## config.mk

```make
export PLATFORM = sky130hd
export DESIGN_NAME = serial_word_command_deframer_top
export DESIGN_NICKNAME = d
export VERILOG_FILES = /design/src/rtl/swcd_pkg.sv /design/src/rtl/swcd_front.sv /design/src/rtl/swcd_queue.sv /design/src/rtl/swcd_back.sv /design/src/rtl/serial_word_command_deframer_top.sv
export SDC_FILE = /design/constraint.sdc
export NUM_CORES = 1
export LEC_CHECK = 0
export BUFFER_PORTS_ARGS = -buffer_cell sky130_fd_sc_hd__buf_2
export CORE_AREA = 5 5 341 276
export CTS_CLUSTER_DIAMETER = 50
export CTS_CLUSTER_SIZE = 14
export DETAILED_ROUTE_END_ITERATION = 8
export DIE_AREA = 0 0 346 281
export HOLD_SLACK_MARGIN = 0.06
export SLEW_MARGIN = 20
export SYNTH_ARGS = -nofsm -noshare
export SYNTH_HDL_FRONTEND = slang
export SYNTH_SLANG_ARGS = --single-unit
```

## constraint.sdc

```tcl
create_clock -name clk -period 11.2 [get_ports clk]
set_input_delay 1.68 -clock clk [delete_from_list [all_inputs] [get_ports clk]]
set_output_delay 1.68 -clock clk [all_outputs]
set_load 0.05 [all_outputs]
```

## src/rtl/swcd_pkg.sv

```systemverilog
// ----------------------------------------------------------------------------
// swcd_pkg
// Shared types and constants of the serial word command deframer.
// ----------------------------------------------------------------------------
package swcd_pkg;

	localparam int unsigned SWCD_QUEUE_DEPTH = 4;
	localparam int unsigned WORD_W           = 32;
	localparam int unsigned CFG_INDEX_W      = 1;

	localparam logic [15:0] MIN_PACKET_LEN = 16'd3;

	// configuration register indexes
	localparam logic [CFG_INDEX_W-1:0] CFG_IDLE_WORD   = 1'd0;
	localparam logic [CFG_INDEX_W-1:0] CFG_HEADER_CODE = 1'd1;

	typedef enum logic [1:0] {
		KIND_PARAM   = 2'd0,
		KIND_NOPARAM = 2'd1,
		KIND_SUMMARY = 2'd2
	} kind_t;

	typedef enum logic [2:0] {
		PH_COUNT  = 3'd0,
		PH_TYPE   = 3'd1,
		PH_LEN_LO = 3'd2,
		PH_LEN_HI = 3'd3,
		PH_PARAM  = 3'd4
	} phase_t;

	// one queued word: its valid bytes and where they sit in the packet
	typedef struct packed {
		logic [WORD_W-1:0] data;
		logic [2:0]        nbytes;
		logic [15:0]       pos0;
		logic [15:0]       exp_len;
		logic              is_end;
	} swcd_entry_t;

	typedef struct packed {
		kind_t       kind;
		logic [7:0]  command_type;
		logic [15:0] param_length;
		logic [15:0] param_index;
		logic [7:0]  param_byte;
		logic [7:0]  commands_done;
		logic        count_matched;
	} swcd_result_t;

endpackage

```

## src/rtl/swcd_front.sv

```systemverilog
// ----------------------------------------------------------------------------
// swcd_front
// Input side: configuration registers, idle and header filtering, packet
// byte accounting. Each data word of a packet is pushed to the queue.
// ----------------------------------------------------------------------------
module swcd_front import swcd_pkg::*; (
	input  logic                   clk,
	input  logic                   arst_n,
	input  logic                   cfg_we,
	input  logic [CFG_INDEX_W-1:0] cfg_index,
	input  logic [WORD_W-1:0]      cfg_data,
	input  logic                   in_valid,
	output logic                   in_stall,
	input  logic [WORD_W-1:0]      link_word,
	input  logic                   queue_full,
	output logic                   push,
	output swcd_entry_t            push_entry
);

	logic [WORD_W-1:0] idle_word_q;
	logic [15:0]       header_code_q;
	logic [15:0]       exp_len_q;
	logic [15:0]       rcv_q;

	logic        accept;
	logic        is_idle;
	logic [15:0] remain;
	logic [2:0]  take;
	logic        at_end;

	always_comb begin
		in_stall = queue_full;
		accept   = in_valid && !queue_full;
		is_idle  = (link_word == idle_word_q);
		remain   = exp_len_q - rcv_q;
		at_end   = (remain <= 16'd4);
		take     = at_end ? remain[2:0] : 3'd4;
		push     = accept && !is_idle && (exp_len_q != 16'd0);

		push_entry.data    = link_word;
		push_entry.nbytes  = take;
		push_entry.pos0    = rcv_q;
		push_entry.exp_len = exp_len_q;
		push_entry.is_end  = at_end;
	end

	always_ff @(posedge clk or negedge arst_n) begin
		if (!arst_n) begin
			idle_word_q   <= '0;
			header_code_q <= '0;
		end else if (cfg_we) begin
			case (cfg_index)
				CFG_IDLE_WORD:   idle_word_q   <= cfg_data;
				CFG_HEADER_CODE: header_code_q <= cfg_data[15:0];
				default:         ;
			endcase
		end
	end

	// packet framing
	always_ff @(posedge clk or negedge arst_n) begin
		if (!arst_n) begin
			exp_len_q <= '0;
			rcv_q     <= '0;
		end else if (accept && !is_idle) begin
			if (exp_len_q == 16'd0) begin
				if (link_word[15:0] == header_code_q) begin
					exp_len_q <= link_word[31:16];
					rcv_q     <= '0;
				end
			end else if (at_end) begin
				exp_len_q <= '0;
				rcv_q     <= '0;
			end else begin
				rcv_q <= rcv_q + 16'(take);
			end
		end
	end

endmodule

```

## src/rtl/swcd_queue.sv

```systemverilog
// ----------------------------------------------------------------------------
// swcd_queue
// Short register queue of packet words between the front and the parser.
// ----------------------------------------------------------------------------
module swcd_queue import swcd_pkg::*; #(
	parameter int unsigned DEPTH = SWCD_QUEUE_DEPTH
) (
	input  logic        clk,
	input  logic        arst_n,
	input  logic        push,
	input  swcd_entry_t push_entry,
	output logic        full,
	input  logic        pop,
	output logic        head_valid,
	output swcd_entry_t head
);

	localparam int unsigned PTR_W = (DEPTH > 1) ? $clog2(DEPTH) : 1;
	localparam int unsigned CNT_W = $clog2(DEPTH + 1);

	swcd_entry_t      mem_q [DEPTH];
	logic [PTR_W-1:0] wr_ptr_q;
	logic [PTR_W-1:0] rd_ptr_q;
	logic [CNT_W-1:0] count_q;

	logic do_push;
	logic do_pop;

	always_comb begin
		full       = (count_q == CNT_W'(DEPTH));
		head_valid = (count_q != '0);
		head       = mem_q[rd_ptr_q];
		do_push    = push && !full;
		do_pop     = pop && head_valid;
	end

	always_ff @(posedge clk) begin
		if (do_push) begin
			mem_q[wr_ptr_q] <= push_entry;
		end
	end

	always_ff @(posedge clk or negedge arst_n) begin
		if (!arst_n) begin
			wr_ptr_q <= '0;
			rd_ptr_q <= '0;
			count_q  <= '0;
		end else begin
			if (do_push) begin
				wr_ptr_q <= (wr_ptr_q == PTR_W'(DEPTH - 1)) ? '0 : wr_ptr_q + 1'b1;
			end
			if (do_pop) begin
				rd_ptr_q <= (rd_ptr_q == PTR_W'(DEPTH - 1)) ? '0 : rd_ptr_q + 1'b1;
			end
			case ({do_push, do_pop})
				2'b10:   count_q <= count_q + 1'b1;
				2'b01:   count_q <= count_q - 1'b1;
				default: ;
			endcase
		end
	end

endmodule

```

## src/rtl/swcd_back.sv

```systemverilog
// ----------------------------------------------------------------------------
// swcd_back
// Command parser: walks the bytes of each queued word one per cycle unless a
// result is blocked by a stalled output, keeps one result in a hold stage so
// the last result of a word can be marked, and drives the output register.
// ----------------------------------------------------------------------------
module swcd_back import swcd_pkg::*; (
	input  logic         clk,
	input  logic         arst_n,
	input  logic         head_valid,
	input  swcd_entry_t  head,
	output logic         pop,
	output logic         out_valid,
	input  logic         out_stall,
	output swcd_result_t out_res,
	output logic         out_last
);

	// parse state
	phase_t      phase_q,   phase_d;
	logic [7:0]  decl_q,    decl_d;
	logic [7:0]  ctype_q,   ctype_d;
	logic [15:0] clen_q,    clen_d;
	logic [15:0] ppos_q,    ppos_d;
	logic [7:0]  done_q,    done_d;
	logic        stopped_q, stopped_d;

	logic [2:0]   step_q;
	logic         hold_valid_q;
	swcd_result_t hold_q;
	logic         out_valid_q;
	swcd_result_t out_q;
	logic         out_last_q;

	logic         byte_step;
	logic         end_step;
	logic [7:0]   cur_byte;
	logic [15:0]  pos;
	logic [15:0]  len_full;
	logic [15:0]  ppos_inc;
	logic         overrun;
	logic         gen;
	swcd_result_t gen_res;
	logic         flush;
	logic         out_can;
	logic         go;
	logic         push_out;
	logic         clear;

	always_comb begin
		byte_step = head_valid && (step_q < head.nbytes);
		end_step  = head_valid && !byte_step;
		cur_byte  = 8'(head.data >> {step_q[1:0], 3'b000});
		pos       = head.pos0 + 16'(step_q);
		len_full  = {cur_byte, clen_q[7:0]};
		ppos_inc  = ppos_q + 16'd1;
		overrun   = ({1'b0, pos} + {1'b0, len_full}) > ({1'b0, head.exp_len} - 17'd1);

		phase_d   = phase_q;
		decl_d    = decl_q;
		ctype_d   = ctype_q;
		clen_d    = clen_q;
		ppos_d    = ppos_q;
		done_d    = done_q;
		stopped_d = stopped_q;
		gen       = 1'b0;
		gen_res   = '0;

		if (byte_step && !stopped_q) begin
			case (phase_q)
				PH_COUNT: begin
					decl_d = cur_byte;
					if (cur_byte == 8'd0 || head.exp_len < MIN_PACKET_LEN) begin
						stopped_d = 1'b1;
					end else begin
						phase_d = PH_TYPE;
					end
				end
				PH_TYPE: begin
					ctype_d = cur_byte;
					phase_d = PH_LEN_LO;
				end
				PH_LEN_LO: begin
					clen_d  = {8'd0, cur_byte};
					phase_d = PH_LEN_HI;
				end
				PH_LEN_HI: begin
					clen_d = len_full;
					if (overrun) begin
						stopped_d = 1'b1;
					end else if (len_full == 16'd0) begin
						gen                  = 1'b1;
						gen_res.kind         = KIND_NOPARAM;
						gen_res.command_type = ctype_q;
						done_d               = done_q + 8'd1;
						phase_d              = PH_TYPE;
					end else begin
						ppos_d  = '0;
						phase_d = PH_PARAM;
					end
				end
				PH_PARAM: begin
					gen                  = 1'b1;
					gen_res.kind         = KIND_PARAM;
					gen_res.command_type = ctype_q;
					gen_res.param_length = clen_q;
					gen_res.param_index  = ppos_q;
					gen_res.param_byte   = cur_byte;
					ppos_d               = ppos_inc;
					if (ppos_inc == clen_q) begin
						done_d  = done_q + 8'd1;
						phase_d = PH_TYPE;
					end
				end
				default: ;
			endcase
		end

		// packet summary, once: the parse clear zeroes the count byte
		if (end_step && head.is_end && head.exp_len >= MIN_PACKET_LEN && decl_q != 8'd0) begin
			gen                   = 1'b1;
			gen_res.kind          = KIND_SUMMARY;
			gen_res.commands_done = done_q;
			gen_res.count_matched = (done_q == decl_q);
		end

		flush    = end_step && !gen;
		out_can  = !out_valid_q || !out_stall;
		go       = head_valid && (!(gen || flush) || !hold_valid_q || out_can);
		push_out = go && hold_valid_q && (gen || flush);
		pop      = go && flush;
		clear    = go && end_step && head.is_end;

		out_valid = out_valid_q;
		out_res   = out_q;
		out_last  = out_last_q;
	end

	always_ff @(posedge clk or negedge arst_n) begin
		if (!arst_n) begin
			phase_q   <= PH_COUNT;
			decl_q    <= '0;
			ctype_q   <= '0;
			clen_q    <= '0;
			ppos_q    <= '0;
			done_q    <= '0;
			stopped_q <= 1'b0;
		end else if (clear) begin
			phase_q   <= PH_COUNT;
			decl_q    <= '0;
			ctype_q   <= '0;
			clen_q    <= '0;
			ppos_q    <= '0;
			done_q    <= '0;
			stopped_q <= 1'b0;
		end else if (go) begin
			phase_q   <= phase_d;
			decl_q    <= decl_d;
			ctype_q   <= ctype_d;
			clen_q    <= clen_d;
			ppos_q    <= ppos_d;
			done_q    <= done_d;
			stopped_q <= stopped_d;
		end
	end

	always_ff @(posedge clk or negedge arst_n) begin
		if (!arst_n) begin
			step_q       <= '0;
			hold_valid_q <= 1'b0;
			out_valid_q  <= 1'b0;
			out_last_q   <= 1'b0;
		end else begin
			if (pop) begin
				step_q <= '0;
			end else if (go && byte_step) begin
				step_q <= step_q + 3'd1;
			end

			if (go && gen) begin
				hold_valid_q <= 1'b1;
			end else if (push_out) begin
				hold_valid_q <= 1'b0;
			end

			if (push_out) begin
				out_valid_q <= 1'b1;
				out_last_q  <= flush;
			end else if (out_can) begin
				out_valid_q <= 1'b0;
			end
		end
	end

	always_ff @(posedge clk) begin
		if (go && gen) begin
			hold_q <= gen_res;
		end
		if (push_out) begin
			out_q <= hold_q;
		end
	end

endmodule

```

## src/rtl/serial_word_command_deframer_top.sv

```systemverilog
// ----------------------------------------------------------------------------
// serial_word_command_deframer_top
// Link word command deframer: framing front, word queue, command parser.
// ----------------------------------------------------------------------------
// usage
//   input channel: one 32-bit link word per handshake (in_valid / in_stall).
//   idle words are dropped, a header word opens a packet, later words carry
//   up to four packet bytes, least significant byte first.
//   output channel: one result word per handshake (out_valid / out_stall);
//   last marks the final result caused by an input word.
//   configuration: cfg_we writes idle_word (index 0) or packet_header_code
//   (index 1) from cfg_data; write only while the block is idle.
//   throughput: the parser walks one byte per cycle unless a result is
//   blocked by a stalled output, then takes a closing step that pops the word
//   (a word that closes a packet with a summary takes an extra closing step
//   first); the front takes a word per cycle while the queue has room.
//   reset: all packet and parse state cleared, both registers zero, queue
//   empty; no results pending.
//   receiver stall: the output register and one hold stage fill, the parser
//   pauses, then the queue fills and in_stall rises.
// ----------------------------------------------------------------------------
module serial_word_command_deframer_top import swcd_pkg::*; #(
	parameter int unsigned QUEUE_DEPTH = SWCD_QUEUE_DEPTH
) (
	input  logic                   clk,
	input  logic                   arst_n,
	input  logic                   cfg_we,
	input  logic [CFG_INDEX_W-1:0] cfg_index,
	input  logic [WORD_W-1:0]      cfg_data,
	input  logic                   in_valid,
	output logic                   in_stall,
	input  logic [31:0]            link_word,
	output logic                   out_valid,
	input  logic                   out_stall,
	output logic [1:0]             kind,
	output logic [7:0]             command_type,
	output logic [15:0]            param_length,
	output logic [15:0]            param_index,
	output logic [7:0]             param_byte,
	output logic [7:0]             commands_done,
	output logic                   count_matched,
	output logic                   last
);

	logic         push;
	swcd_entry_t  push_entry;
	logic         queue_full;
	logic         pop;
	logic         head_valid;
	swcd_entry_t  head;
	swcd_result_t out_res;

	swcd_front u_front (
		.clk        (clk),
		.arst_n     (arst_n),
		.cfg_we     (cfg_we),
		.cfg_index  (cfg_index),
		.cfg_data   (cfg_data),
		.in_valid   (in_valid),
		.in_stall   (in_stall),
		.link_word  (link_word),
		.queue_full (queue_full),
		.push       (push),
		.push_entry (push_entry)
	);

	swcd_queue #(
		.DEPTH (QUEUE_DEPTH)
	) u_queue (
		.clk        (clk),
		.arst_n     (arst_n),
		.push       (push),
		.push_entry (push_entry),
		.full       (queue_full),
		.pop        (pop),
		.head_valid (head_valid),
		.head       (head)
	);

	swcd_back u_back (
		.clk        (clk),
		.arst_n     (arst_n),
		.head_valid (head_valid),
		.head       (head),
		.pop        (pop),
		.out_valid  (out_valid),
		.out_stall  (out_stall),
		.out_res    (out_res),
		.out_last   (last)
	);

	assign kind          = out_res.kind;
	assign command_type  = out_res.command_type;
	assign param_length  = out_res.param_length;
	assign param_index   = out_res.param_index;
	assign param_byte    = out_res.param_byte;
	assign commands_done = out_res.commands_done;
	assign count_matched = out_res.count_matched;

endmodule

```

==> flow_summary.yaml <==
min_path:
  timing.hold.worst.class: "flip-flop to flip-flop"
  worst_hold_path.num_cells: 0
  hold_path.startpoint: "u_back.hold_q[17]$_SDFFCE_PN0P_"
  hold_path_end: "u_back.out_res[17]$_DFFE_PP_"
timing:
  fmax_mhz: 126
  worst-slew-pin-transition_ns: 1.09
  maxSlewViolCount: 0
  finalHoldViolations: 0
  setup-tns-final_ns: 0
  finalClockSkew_ns: 0.0216
  finalCritPeriodShare: 0.710
  report.final.setup_viol: 0
  rsz0062_at_grt: "false"
  fin_crit_ns: 7.96
  worst_slew_margin_rel: 0.268
logic_synthesis:
  netlist_area_sq_mm: 0.0251
  synthXorXnorAreaFrac: 0.0446
  ys_async_sr_fraction: 0.282
  synthesized_net_count: 1966
  synth_enable_flop_cells: 390
  yosysSeqAreaShare: 0.618
  postSynthCellCount: 1821
  synth_seq_cells: 543
  synth.area.mux_share: 0.107
  avgSynthCellArea_sq_um: 13.8
  yosys.area_share.adder: 0.0388
  synth_flop_cell: "edfxtp_1"
  yosys.area_share.simple: 0.104
  ys_warn_count: 0
  ys_types: 78
  synth-compound-area-share: 0.0671
  dominant_combinational_cell_family_by_area_after_synthesis: "multiplexers"
clocking:
  post-cts-setup-buffer-count: 0
  cts_max_level: 2
  cts_num_sinks: 543
  clock_latency_ns: 0.60
  post_cts.resized_instances: 0
  cts_hold_buf: 0
  numCtsBuffers: 47
  cts_tree: "done"
  clock_path_buffers: 3
  ctsRootBufferMaster: "clkbuf_16"
  worst_setup_hold_path_clk_slew_ns: 0.07
grt:
  first_global_vias: 15500
  groute.usage.overall: 0.124
  largest_net_degree_at_the_start_of_global_routing: 83
  number_of_antenna_violations_at_the_first_check_in_global_routing: 2
  globalRoute.totalOverflow: 0
  grt_pass1_wl_um: 94500
cells_and_area:
  antenna-diode-count: 0
  finish.cell_count_without_fillers: 3206
  fill_cells: 8911
  areaGrowthSynthToFinish_pct: 14.0
  layout-drive-gt1-share: 0.186
  final_nets: 2101
  postLayoutCellArea_sq_mm: 0.0287
worst_setup_path:
  timing.critical_path.arrival_ns: 8.17
  crit-reg2reg-capture: "u_back.hold_q[18]$_SDFFCE_PN0P_"
  crit_fanout: 59
  path_class: "flip-flop to flip-flop"
  rr_startpoint: "u_queue.rd_ptr_q[0]$_DFFE_PN0P_"
  endpoint_kind_of_the_worst_setup_timing_path: "flip-flop"
  cp_data_required_time_ns: 11.41
  reg2reg_depth: 24
  startpoint_type: "flip-flop"
  worst-r2r-setup-slack_ns: 3.24
drt:
  wl_per_cell_um: 19.1
  first_iter_violations: 1036
  dr.pass1.iters: 5
  via_count: 15500
  final_antenna_net_count: 0
  totalWireLength_um: 61300
  route.detailed.vias_per_inst: 4.84
  remaining_routing_drc_violations: 0
pwr:
  cellLeakagePower_nw: 10.8
  vdd.ir_drop.worst_mv: 0.143
  power_per_cell_area_mw_per_mm2: 293
floorplanning:
  dieArea_sq_mm: 0.0972
  floorplan.core_area_sq_mm: 0.0904
  io_pins: 132
  chip_height_um: 281
  start_util: 0.278
  placementRows: 99
  die_x_um: 346
place:
  place.detailed.instances: 3118
  placed_cell_area_sq_mm: 0.0272
  gp_congestion: 0.814
  hpwlAfterDp_um: 44000
  port_buffers: 131
job:
  number_of_violations_of_the_max_capacitance_limit: 0
outcome:
  status: "finished, final reports clean"
==> registers in the layout (all words and copies together), names as in the netlist <==
register,count
u_back.hold_valid_q,1
u_back.out_valid,1
u_back.hold_q,59
u_queue.rd_ptr_q,2
u_back.done_q,8
u_back.out_res,59
u_back.ppos_q,16
u_front.rcv_q,16
u_front.header_code_q,16
u_front.idle_word_q,32
u_front.exp_len_q,16
u_back.phase_q,3
u_queue.mem_q,272
u_back.stopped_q,1
u_back.out_last,1
u_queue.wr_ptr_q,2
u_queue.count_q,3
u_back.decl_q,8
u_back.ctype_q,8
u_back.step_q,3
u_back.clen_q,16
==> final cells by class <==
class	instances	area (sq um)	area share
clock buffer	80	1350	0.0471
clock inverter	7	72.6	0.00253
inverter	61	229	0.00799
multi-input combinational	1152	9120	0.318
sequential	543	15500	0.542
tap	1212	1520	0.0529
timing repair buffer	151	832	0.0290
==> routing by layer <==
| metal | track usage | vias up | share of wire | wire, um |
|---|---|---|---|---|
| met5 | 0 | - | 0 | 0 |
| met4 | 0.0348 | 0 | 0.027 | 1670 |
| met3 | 0.0257 | 97 | 0.061 | 3770 |
| met2 | 0.187 | 466 | 0.43 | 26500 |
| met1 | 0.181 | 7771 | 0.48 | 29400 |
| li1 | - | 7189 | - | - |
==> where the power goes <==
part,switching [mW],internal [mW]
clock network,0.716,0.828
logic,2.43,1.38
registers,0.284,2.78
==> kinds of logic (layout without fill, tap and decap cells) <==
group	after synthesis	in the layout
AOI/OAI and AO/OA	248	248
xor gates and xnor gates	128	128
adders and majority gates	75	75
buffers and inverters	126	299
DFF	543	543
muxes	194	194
and+or+nand+nor	507	507
==> cell usage after synthesis (all sizes together) (16+ instances only) <==
master | count | share of area
a21o | 16 | 0.0048
a21oi | 58 | 0.012
and2 | 37 | 0.0092
and3 | 45 | 0.011
buf | 26 | 0.0051
clkbuf | 39 | 0.0059
dfrtp | 153 | 0.15
edfxtp | 390 | 0.47
ha | 70 | 0.035
inv | 60 | 0.0090
mux2 | 81 | 0.036
mux2i | 62 | 0.025
mux4 | 51 | 0.046
nand2 | 100 | 0.015
nand3 | 46 | 0.0099
nand4 | 23 | 0.0060
nor2 | 111 | 0.017
nor3 | 36 | 0.0072
nor4 | 34 | 0.0085
o21ai | 49 | 0.010
o31ai | 31 | 0.0095
xnor2 | 56 | 0.020
xor2 | 72 | 0.025
==> per-stage QoR <==
stage	power, mW	setup slack, ns	util	hold WS [ns]
after floorplan	5.82	1.51	-	0.400
after global placement	6.84	3.32	0.301	0.409
after detailed placement	6.93	3.17	0.301	0.405
after CTS	8.49	3.15	0.317	0.420
after global routing	9.00	2.33	0.317	0.424
final	8.41	3.24	0.317	0.417
==> layout by cell type (no fill, tap or decap), drive strengths merged, types with 62 or more instances in the layout <==
cell type  Yosys  final
buf           26    151
inv           60     64
clkbuf        39     80
dfrtp        153    153
mux2          81     81
ha            70     70
edfxtp       390    390
nor2         111    111
nand2        100    100
mux2i         62     62
xor2          72     72
==> worst max path at each step <==
stage	endpoint	cells after the start	start	slack [ns]
after floorplan	u_back.hold_q[0]$_SDFFCE_PN0P_	28	u_queue.rd_ptr_q[1]$_DFFE_PN0P_	1.51
after global placement	u_back.hold_q[24]$_SDFFCE_PN0P_	24	u_queue.rd_ptr_q[0]$_DFFE_PN0P_	3.32
after detailed placement	u_back.hold_q[17]$_SDFFCE_PN0P_	24	u_queue.rd_ptr_q[0]$_DFFE_PN0P_	3.17
after CTS	u_back.hold_q[18]$_SDFFCE_PN0P_	24	u_queue.rd_ptr_q[0]$_DFFE_PN0P_	3.15
after global routing	u_back.hold_q[17]$_SDFFCE_PN0P_	24	u_queue.rd_ptr_q[0]$_DFFE_PN0P_	2.33
final	u_back.hold_q[18]$_SDFFCE_PN0P_	24	u_queue.rd_ptr_q[0]$_DFFE_PN0P_	3.24
==> critical path: stages (launching register included) <==
cell       delay, ns
dfrtp_2         0.83
mux4_2          0.63
ha_1            0.30
a21o_1          0.16
a21oi_1         0.47
xnor2_1         0.18
ha_1            0.34
a21oi_1         0.16
o21ai_0         0.15
a31oi_1         0.27
o21ai_0         0.17
and3_1          0.23
o41ai_1         0.48
o21ai_0         0.24
a21oi_1         0.19
o21bai_1        0.08
ha_1            0.32
nand4_1         0.12
nor3_1          0.21
a2bb2oi_1       0.21
nand4b_1        0.33
a21oi_1         0.55
nor2_1          0.18
nor2_4          0.12
buf_4           0.57
No activity file was read; power rests on OpenSTA's default activity.
